<file path="src/rtl/cau_pkg.sv">
// ----------------------------------------------------------------------------
// cau_pkg
// Shared types, codes and helpers for the complex arithmetic unit.
// ----------------------------------------------------------------------------
`timescale 1ns / 1ps
`default_nettype none

package cau_pkg;

  // Number of fraction bits of the fixed-point format.
  localparam int FRAC_BITS = 16;
  // One divider cell per quotient bit.
  localparam int NCELL = 32;

  typedef enum logic [2:0] {
    OP_ADD = 3'd0,
    OP_SUB = 3'd1,
    OP_MUL = 3'd2,
    OP_DIV = 3'd3,
    OP_CMP = 3'd4
  } op_t;

  typedef enum logic [1:0] {
    ST_OK   = 2'd0,
    ST_SAT  = 2'd1,
    ST_DIVZ = 2'd2
  } status_t;

  // Item description travelling alongside the divider lanes.
  typedef struct packed {
    logic        valid;
    logic        is_div;
    logic        neg_re;
    logic        neg_im;
    logic        ovf_re;
    logic        ovf_im;
    logic [31:0] res_re;
    logic [31:0] res_im;
    logic        equal;
    status_t     status;
  } tag_t;

  // One quotient lane of the divider.
  typedef struct packed {
    logic [63:0] rem;
    logic [31:0] low;
    logic [31:0] q;
  } lane_t;

  // Saturates a sign-magnitude value to 32 bits; bit 32 flags saturation.
  function automatic logic [32:0] sat_mag(input logic neg, input logic [63:0] mag);
    logic [32:0] r;
    if (!neg) begin
      if (mag > 64'h0000_0000_7FFF_FFFF) r = {1'b1, 32'h7FFF_FFFF};
      else r = {1'b0, mag[31:0]};
    end else begin
      if (mag > 64'h0000_0000_8000_0000) r = {1'b1, 32'h8000_0000};
      else r = {1'b0, 32'd0 - mag[31:0]};
    end
    return r;
  endfunction

endpackage

`default_nettype wire

</file>
<file path="src/rtl/cau_div_cell.sv">
// ----------------------------------------------------------------------------
// cau_div_cell
// One restoring-division step for both quotient lanes, registered.
// ----------------------------------------------------------------------------
`timescale 1ns / 1ps
`default_nettype none

module cau_div_cell (
  input  wire logic         clk,
  input  wire logic         rst,
  input  cau_pkg::tag_t     tag_in,
  input  wire logic [63:0]  den_in,
  input  cau_pkg::lane_t    re_in,
  input  cau_pkg::lane_t    im_in,
  output cau_pkg::tag_t     tag_out,
  output logic [63:0]       den_out,
  output cau_pkg::lane_t    re_out,
  output cau_pkg::lane_t    im_out
);

  // Shift in the next dividend bit and subtract the divisor when it fits.
  function automatic cau_pkg::lane_t step(input cau_pkg::lane_t l, input logic [63:0] d);
    cau_pkg::lane_t r;
    logic [64:0]    t;
    logic [64:0]    diff;
    logic           ge;
    t    = {l.rem, l.low[31]};
    diff = t - {1'b0, d};
    ge   = t >= {1'b0, d};
    r.rem = ge ? diff[63:0] : t[63:0];
    r.low = {l.low[30:0], 1'b0};
    r.q   = {l.q[30:0], ge};
    return r;
  endfunction

  always_ff @(posedge clk) begin
    if (rst) tag_out.valid <= 1'b0;
    else tag_out.valid <= tag_in.valid;
    tag_out.is_div <= tag_in.is_div;
    tag_out.neg_re <= tag_in.neg_re;
    tag_out.neg_im <= tag_in.neg_im;
    tag_out.ovf_re <= tag_in.ovf_re;
    tag_out.ovf_im <= tag_in.ovf_im;
    tag_out.res_re <= tag_in.res_re;
    tag_out.res_im <= tag_in.res_im;
    tag_out.equal  <= tag_in.equal;
    tag_out.status <= tag_in.status;
    den_out <= den_in;
    re_out  <= step(re_in, den_in);
    im_out  <= step(im_in, den_in);
  end

endmodule

`default_nettype wire

</file>
<file path="config.mk">
export PLATFORM = sky130hd
export DESIGN_NAME = cau_div_cell
export DESIGN_NICKNAME = d
export VERILOG_FILES = /design/src/rtl/cau_pkg.sv /design/src/rtl/cau_div_cell.sv
export SDC_FILE = /design/constraint.sdc
export NUM_CORES = 1
export LEC_CHECK = 0
export ABC_CLOCK_PERIOD_IN_PS = 3600
export BUFFER_PORTS_ARGS = -buffer_cell sky130_fd_sc_hd__buf_4
export CORE_AREA = 2 2 311 313
export CTS_BUF_LIST = sky130_fd_sc_hd__clkbuf_2
export DETAILED_ROUTE_END_ITERATION = 10
export DIE_AREA = 0 0 313 315
export HOLD_SLACK_MARGIN = 0.1
export PLACE_DENSITY = 0.44
export REMOVE_ABC_BUFFERS = 1
export SYNTH_ARGS = -nofsm -noshare
export SYNTH_HDL_FRONTEND = slang
export SYNTH_SLANG_ARGS = --single-unit
</file>
<file path="constraint.sdc">
create_clock -name clk -period 3.6 [get_ports clk]
set_input_delay 0.54 -clock clk [delete_from_list [all_inputs] [get_ports clk]]
set_output_delay 0.54 -clock clk [all_outputs]
set_load 0.02 [all_outputs]
</file>
==> metrics.csv, run 1 <==
stage;metric;value;unit
floorplanning;start_util;17.7;%
floorplanning;fp-row-count;114;
logic_synthesis;avgSynthCellArea;9.20;sq um
logic_synthesis;ys.flop_type;dfxtp_1;
logic_synthesis;synth-xor-area-share;6.10;%
logic_synthesis;yosys.area.top_type_share;46.2;%
logic_synthesis;synthMuxAreaShare;1.40;%
logic_synthesis;synthAdderAreaFrac;9.70;%
logic_synthesis;ys_types;81;
logic_synthesis;synth_top_family_by_area;compound AO/OA/AOI/OAI gates;
logic_synthesis;synth_simple_gate_area_share;12.5;%
cts;postCtsSetupBuffers;0;
logic_synthesis;ys_seq_area_share;46.2;%
placement;portBuffers;783;
floorplanning;die_w;313;um
logic_synthesis;synthArstFlopShare;0;%
logic_synthesis;yosys_warnings;0;
placement;gp_congestion;0.862;
run_status;haltStage;clock tree synthesis (4_1_cts);
cts;ctsLongestPathBuffers;3;
cts;cts_buffers;111;
floorplanning;boundaryPins;788;
placement;dp.cells;4169;
cts;clock_sinks;391;
cts;htreeDepth;3;
cts;cts-root-buf;clkbuf_2;
logic_synthesis;yosys-top-cells-area;dfxtp_1 46%, ha_1 9.5%, a21oi_1 7.3%;
cts;holdBufCountCts;874;
cts;cts_repair_resize_count;0;
run_status;status;stopped before the end;
placement;dpl.hpwl;77.5;mm
logic_synthesis;synth_compound_area_share;19.5;%
run_status;tool.error;[ERROR RSZ-0060] Max buffer count reached.;
logic_synthesis;synth_seq_cells;391;
placement;dpl_cell_area;26800;sq um
logic_synthesis;synth_top_area_cell;dfxtp_1;
logic_synthesis;syn_inst;1840;
logic_synthesis;syn_area;16900;sq um
logic_synthesis;synth-edff-count;0;
floorplanning;fp.dieH;315;um
==> cells in the mapped netlist, types with 14 or more instances <==
cell,n
nand3_1,23
nand2_1,122
clkbuf_1,48
a31oi_1,17
o21ai_0,86
ha_1,128
o21bai_1,32
inv_1,98
a21o_1,55
nor2_1,173
dfxtp_1,391
buf_2,33
xor2_1,41
xnor2_1,77
nor3_1,21
a21oi_1,246
mux2_2,14
nand4_1,43
==> logic make-up after synthesis <==
kind of cell / after synthesis
other: 1
AO/OA/AOI/OAI: 538
XOR/XNOR: 118
flip-flops: 391
adder cells (fa/ha/maj): 130
multiplexers: 21
AND/OR/NAND/NOR: 455
buffers and inverters: 186
==> metrics by stage <==
stage          utilization, %  setup WS [ns]  hold slack, ns
3_5_place_dp             28.0         -0.456           0.646
3_3_place_gp             28.0         -0.469           0.644
2_1_floorplan               -          -1.69           0.568
==> inputs of run 2 (changes only) <==
- CORE_AREA: 2 2 311 313 -> 2 2 308 310
- CTS_BUF_LIST: sky130_fd_sc_hd__clkbuf_2 -> default
- DIE_AREA: 0 0 313 315 -> 0 0 310 312
- HOLD_SLACK_MARGIN: 0.1 -> default
- PLACE_DENSITY: 0.44 -> default
- PLACE_DENSITY_LB_ADDON: default -> 0.15
==> run 2 against run 1 <==
  * The run now ends clean
  * Synthesized cell count unchanged
  * Area after synthesis unchanged
==> metrics.csv, run 2 <==
stage;metric;value;unit;change
run_status;status;finished, final reports clean;;was stopped before the end
logic_synthesis;avgSynthCellArea;9.20;sq um;unchanged
logic_synthesis;synth-edff-count;0;;unchanged
final_layout;final_common_cell;buf_4;;
cts;htreeDepth;2;;was 3
logic_synthesis;synth_seq_cells;391;;unchanged
power;ir_worst_vdd;0.293;mV;
floorplanning;boundaryPins;788;;unchanged
logic_synthesis;synthArstFlopShare;0;%;unchanged
routing;ant_nets;0;;
logic_synthesis;synth_most_common_cell;dfxtp_1;;unchanged
cts;ctsLongestPathBuffers;3;;unchanged
setup_path;path_max_fanout;17;;
sta;period_needed;3.52;ns;
routing;post_drt_wl_per_cell;20.4;um;
final_layout;drive_above_1_share;40.0;%;
cts;clock_sinks;391;;unchanged
final_layout;fin_cells;4522;;
logic_synthesis;yosys-top-cells-area;dfxtp_1 46%, ha_1 9.5%, a21oi_1 7.3%;;unchanged
sta;min_period_over_period;97.8;%;
logic_synthesis;synth_top_area_cell;dfxtp_1;;unchanged
floorplanning;start_util;18.2;%;was 17.7%
logic_synthesis;ys_seq_area_share;46.2;%;unchanged
final_layout;final_area;31300;sq um;
logic_synthesis;ys.flop_type;dfxtp_1;;unchanged
final_layout;mostFrequentLayoutCells;1164 x buf_4, 391 x dfxtp_1, 246 x dlygate4sd3_1, 244 x a21oi_1, 172 x nor2_1;;
floorplanning;core;93000;sq um;
floorplanning;fp-row-count;112;;was 114
setup_path;crit_path_end_kind;flop;;
sta;finalSetupViolCount;0;;
sta;clock.fmax;284;MHz;
placement;dp.cells;4176;;was 4169
logic_synthesis;ys_types;81;;unchanged
routing;vias;18600;;
sta;finalHoldViolations;0;;
sta;rsz0062_at_grt;true;;
floorplanning;fp.dieH;312;um;was 315 um
final_layout;nets;3746;;
floorplanning;dieArea;96700;sq um;
placement;gp_congestion;0.895;;was 0.862
setup_path;critPathKind;in2reg;;
placement;portBuffers;783;;unchanged
floorplanning;die_w;310;um;was 313 um
placement;dpl.hpwl;76.7;mm;was 77.5 mm
global_routing;grt_max_degree;30;;
global_routing;groute.usage.overall;18.1;%;
setup_path;cp.required;4.05;ns;
cts;cts-root-buf;clkbuf_16;;was clkbuf_2
sta;final_max_slew_viol_count;0;;
sta;worst_pin_slew;0.685;ns;
sta;max_slew_margin;53.9;%;
placement;dpl_cell_area;26900;sq um;was 26800 sq um
sta;setup_tns;0;ns;
cts;cts_buffers;48;;was 111
cts;cts_tree;done;;
setup_path;startpoint_type;input pin;;
logic_synthesis;syn_inst;1840;;unchanged
worst_hold_path;hp-class;in2reg;;
power;power.density;474;nW/um^2;
routing;routed_via_density;4.11;;
run;drv_cap;0;;
final_layout;reg_top3;im_out: 127 flops, re_out: 127 flops, tag_out: 73 flops;;
routing;drcViolationCount;0;;
setup_path;cp.arrival;3.98;ns;
logic_synthesis;yosys.area.top_type_share;46.2;%;unchanged
global_routing;grt_pass1_vias;19600;;
global_routing;grt_pass1_wl;129;mm;
logic_synthesis;ys_top_cells_by_count;391 x dfxtp_1, 246 x a21oi_1, 173 x nor2_1, 128 x ha_1, 122 x nand2_1;;unchanged
global_routing;antenna_found_initial;22;;
routing;wl;92.0;mm;
logic_synthesis;yosys_warnings;0;;unchanged
routing;first_pass_iters;5;;
final_layout;area_growth;84.8;%;
cts;clk_pin_slew;0.06;ns;
logic_synthesis;syn_area;16900;sq um;unchanged
routing;drt_iter0_markers;898;;
sta;holdWs;0.0541;ns;
final_layout;fillers;9771;;
power;p_leak;14.8;nW;
global_routing;grt_overflow_total;0;;
-- run 2: cell families after synthesis --
| kind of cell | synth area share (%) |
|---|---|
| AO/OA/AOI/OAI | 19.5 |
| XOR/XNOR | 6.10 |
| adder cells (fa/ha/maj) | 9.70 |
| buffers and inverters | 4.49 |
| flip-flops | 46.2 |
| multiplexers | 1.40 |
| other | 0.0222 |
| AND/OR/NAND/NOR | 12.5 |
-- run 2: metrics by stage --
stage | util [%] | worst slack [ns] | power, mW
global route | 33.6 | -0.0190 | 15.6
CTS | 33.4 | 0.0100 | 15.1
floorplan | - | -1.69 | 7.08
detailed placement | 29.0 | -0.438 | 9.52
finish | 33.6 | 0.0789 | 14.8
global placement | 29.0 | -0.476 | 9.54
-- run 2: path summary, 6_finish.rpt --
path | to | slack [ns] | cells past startpoint | from
max | re_out[71]$_DFF_P_ | 0.08 | 12 | den_in[42]
min | re_out[39]$_DFF_P_ | 0.05 | 1 | re_in[38]
-- run 2: metal layers --
layer	routed length [um]	global-route usage (%)
met5	99	0
met4	3030	6.18
met3	6430	4.81
met2	46100	32.6
met1	36400	20.5
-- run 2: report_power, final --
part           switching (mW)  internal [mW]
sequential              0.178           4.81
combinational            2.48           2.21
clock                    2.05           3.11
total                    4.70           10.1
-- run 2: cell type report --
type	count	area, sq um	area share (%)
Multi-Input combinational cell	1264	8480	27.1
Sequential cell	391	7830	25.0
Clock buffer	63	1330	4.24
Tap cell	1254	1570	5.02
Clock inverter	23	342	1.09
Inverter	99	373	1.19
Antenna cell	11	27.5	0.0880
Timing Repair Buffer	1417	11300	36.2
-- run 2: repair_timing --
item                       4_1_cts  5_1_grt
setup endpoints to repair        0      107
hold endpoints to repair       246        0
resized for setup                0       27
setup buffers                    0        2
hold buffers                   246        0
-- run 2: critical path: stages --
cell and delay, ns:
dlygate4sd3_1 0.53, buf_4 0.10, inv_1 0.08, ha_1 0.41, nand2_1 0.17, nor2_1 0.38, nand4_1 0.32, a21oi_1 0.33
o31ai_2 0.13, o31a_1 0.30, buf_4 0.24, o21ai_0 0.42
Power figures use the tool's default switching activity.
==> inputs of run 3 (changes only) <==
- ABC_AREA: default -> 1
- CORE_AREA: 2 2 308 310 -> 2 2 303 305
- DIE_AREA: 0 0 310 312 -> 0 0 305 307
==> run 3 against run 2 <==
  * Wire length increased by 36%
  * Sequential share of layout area fell by 1.8 points
  * Area after synthesis rose by 30%
  * Global-route usage grew 7.8 points
  * Fmax up 9.7%
  * Core utilization grew 3.5 points
  * Largest cell class is now multi-input combinational cells
  * Largest power group unchanged
==> metrics.csv, run 3 <==
stage;metric;value;unit;change
global_routing;grt_pass1_wl;171;mm;was 129 mm
global_routing;antenna_found_initial;11;;was 22
routing;vias;24300;;was 18600
sta;worst_pin_slew;0.777;ns;was 0.685 ns
worst_hold_path;hp-class;in2reg;;unchanged
sta;setup_tns;0;ns;unchanged
floorplanning;boundaryPins;788;;unchanged
final_layout;mostFrequentLayoutCells;1344 x nand2_1, 806 x buf_4, 699 x inv_1, 391 x dfxtp_1, 283 x nand3_1;;was 1164 x buf_4, 391 x dfxtp_1, 246 x dlygate4sd3_1, 244 x a21oi_1, 172 x nor2_1
final_layout;reg_top3;im_out: 127 flops, re_out: 127 flops, tag_out: 73 flops;;unchanged
sta;rsz0062_at_grt;false;;was true
cts;cts_buffers;49;;was 48
cts;clock_sinks;391;;unchanged
sta;finalHoldViolations;0;;unchanged
cts;ctsLongestPathBuffers;3;;unchanged
sta;min_period_over_period;89.2;%;was 97.8%
setup_path;crit_path_end_kind;flop;;unchanged
sta;period_needed;3.21;ns;was 3.52 ns
placement;gp_congestion;0.932;;was 0.895
routing;wl;125;mm;was 92.0 mm
setup_path;startpoint_type;input pin;;unchanged
routing;first_pass_iters;5;;unchanged
cts;cts_tree;done;;unchanged
logic_synthesis;yosys.area.top_type_share;35.6;%;was 46.2%
logic_synthesis;synthArstFlopShare;0;%;unchanged
routing;post_drt_wl_per_cell;21.8;um;was 20.4 um
run_status;status;finished, final reports clean;;unchanged
worst_hold_path;hp-start;den_in[19];;was re_in[38]
routing;ant_nets;0;;unchanged
power;power.density;449;nW/um^2;was 474 nW/um^2
placement;portBuffers;783;;unchanged
run;drv_cap;0;;unchanged
cts;htreeDepth;2;;unchanged
global_routing;grt_max_degree;63;;was 30
placement;dpl.hpwl;109;mm;was 76.7 mm
routing;routed_via_density;4.23;;was 4.11
routing;drcViolationCount;0;;unchanged
final_layout;area_growth;53.1;%;was 84.8%
cts;cts-root-buf;clkbuf_16;;unchanged
global_routing;grt_overflow_total;0;;unchanged
floorplanning;fp-row-count;111;;was 112
floorplanning;core;90700;sq um;was 93000 sq um
logic_synthesis;synth_most_common_cell;nand2_1;;was dfxtp_1
setup_path;critPathKind;in2reg;;unchanged
power;power;15.1;mW;was 14.8 mW
global_routing;groute.usage.overall;25.9;%;was 18.1%
power;ir_worst_vdd;0.318;mV;was 0.293 mV
logic_synthesis;syn_inst;3453;;was 1840
final_layout;nets;5050;;was 3746
routing;drt_iter0_markers;1595;;was 898
sta;finalSetupViolCount;0;;unchanged
logic_synthesis;synth-edff-count;0;;unchanged
logic_synthesis;avgSynthCellArea;6.37;sq um;was 9.20 sq um
setup_path;cp.required;4.17;ns;was 4.05 ns
final_layout;drive_above_1_share;22.2;%;was 40.0%
global_routing;grt_pass1_vias;23500;;was 19600
power;p_leak;18.9;nW;was 14.8 nW
sta;clock.fmax;311;MHz;was 284 MHz
setup_path;cp-startpoint;den_in[63];;was den_in[42]
sta;final_max_slew_viol_count;0;;unchanged
setup_path;cp.arrival;3.78;ns;was 3.98 ns
final_layout;fillers;9911;;was 9771
logic_synthesis;yosys_warnings;0;;unchanged
floorplanning;dieArea;93600;sq um;was 96700 sq um
placement;dpl_cell_area;29400;sq um;was 26900 sq um
sta;max_slew_margin;48.2;%;was 53.9%
floorplanning;die_w;305;um;was 310 um
logic_synthesis;ys_types;40;;was 81
final_layout;final_area;33700;sq um;was 31300 sq um
setup_path;path_max_fanout;62;;was 17
logic_synthesis;ys_top_cells_by_count;1344 x nand2_1, 699 x inv_1, 391 x dfxtp_1, 283 x nand3_1, 200 x nor2_1;;was 391 x dfxtp_1, 246 x a21oi_1, 173 x nor2_1, 128 x ha_1, 122 x nand2_1
logic_synthesis;ys.flop_type;dfxtp_1;;unchanged
cts;clk_pin_slew;0.06;ns;about the same
cts;postCtsSetupBuffers;0;;unchanged
logic_synthesis;synth_seq_cells;391;;unchanged
logic_synthesis;ys_seq_area_share;35.6;%;was 46.2%
floorplanning;start_util;24.3;%;was 18.2%
final_layout;final_common_cell;nand2_1;;was buf_4
logic_synthesis;syn_area;22000;sq um;was 16900 sq um
floorplanning;fp.dieH;307;um;was 312 um
logic_synthesis;synth_top_area_cell;dfxtp_1;;unchanged
logic_synthesis;yosys-top-cells-area;dfxtp_1 36%, nand2_1 23%, inv_1 12%;;was dfxtp_1 46%, ha_1 9.5%, a21oi_1 7.3%
-- run 3: final timing paths --
| kind | end | slack, ns | cells after the start |
|---|---|---|---|
| max | re_out[82]$_DFF_P_ | 0.39 | 15 |
| min | den_out[19]$_DFF_P_ | 0.05 | 1 |
-- run 3: through the flow --
stage,hold WS [ns],instances,setup slack (ns),util (%)
final,0.0546,5757,0.389,37.1
after CTS,0.00120,5751,0.434,37.1
after global routing,0.0157,5752,0.195,37.1
after floorplan,0.568,3414,0.398,-
after detailed placement,0.645,5414,0.294,32.4
after global placement,0.644,5414,0.322,32.4
-- run 3: critical path: stages --
cell	delay, ns
dlygate4sd3_1	0.54
buf_4	0.14
inv_1	0.31
ha_1	0.32
inv_1	0.08
or2_0	0.23
nor2_1	0.09
nand2_1	0.09
nor2_1	0.05
nor2_1	0.20
nand2_2	0.13
nor2_8	0.11
buf_4	0.62
nand3_1	0.15
nand2_1	0.14
-- run 3: area by class of cell --
type                            count  area, sq um  share of cell area [%]
Timing Repair Buffer             1060         8670                    25.8
Antenna cell                        6         15.0                  0.0446
Multi-Input combinational cell   2303        11200                    33.2
Tap cell                         1186         1480                    4.41
Clock buffer                       64         1390                    4.14
Sequential cell                   391         7830                    23.2
Inverter                          720         2700                    8.03
Clock inverter                     27          402                    1.19
-- run 3: power by group --
part           switching [mW]  internal, mW  total, mW
Combinational            2.88          1.79       4.66
Clock                    2.18          3.27       5.45
Sequential              0.221          4.78       5.00
Total                    5.28          9.84       15.1
-- run 3: layer usage --
layer  global-route usage, %  vias up  wire (um)
met3                    6.24      157       8650
met5                    1.03        -        230
li1                        -    12500          -
met2                    44.7      846      59600
met4                    11.9       14       6140
met1                    30.3    10800      50800
-- run 3: kinds of logic (layout without fill, tap and decap cells) --
| kind of cell | count (synthesis) | in the layout | share of synthesized area, % |
|---|---|---|---|
| xor gates and xnor gates | 62 | 62 | 2.47 |
| adders and majority gates | 130 | 130 | 7.46 |
| and+or+nand+nor | 2002 | 2002 | 38.3 |
| AOI/OAI and AO/OA | 107 | 107 | 2.55 |
| other | 1 | 8 | 0.0170 |
| DFF | 391 | 391 | 35.6 |
| buffers and inverters | 760 | 1871 | 13.6 |
-- run 3: repair_timing --
action,CTS,global route
endpoints found under the setup margin,0,0
resized for setup,0,0
hold buffers,246,0
hold endpoints to repair,246,0
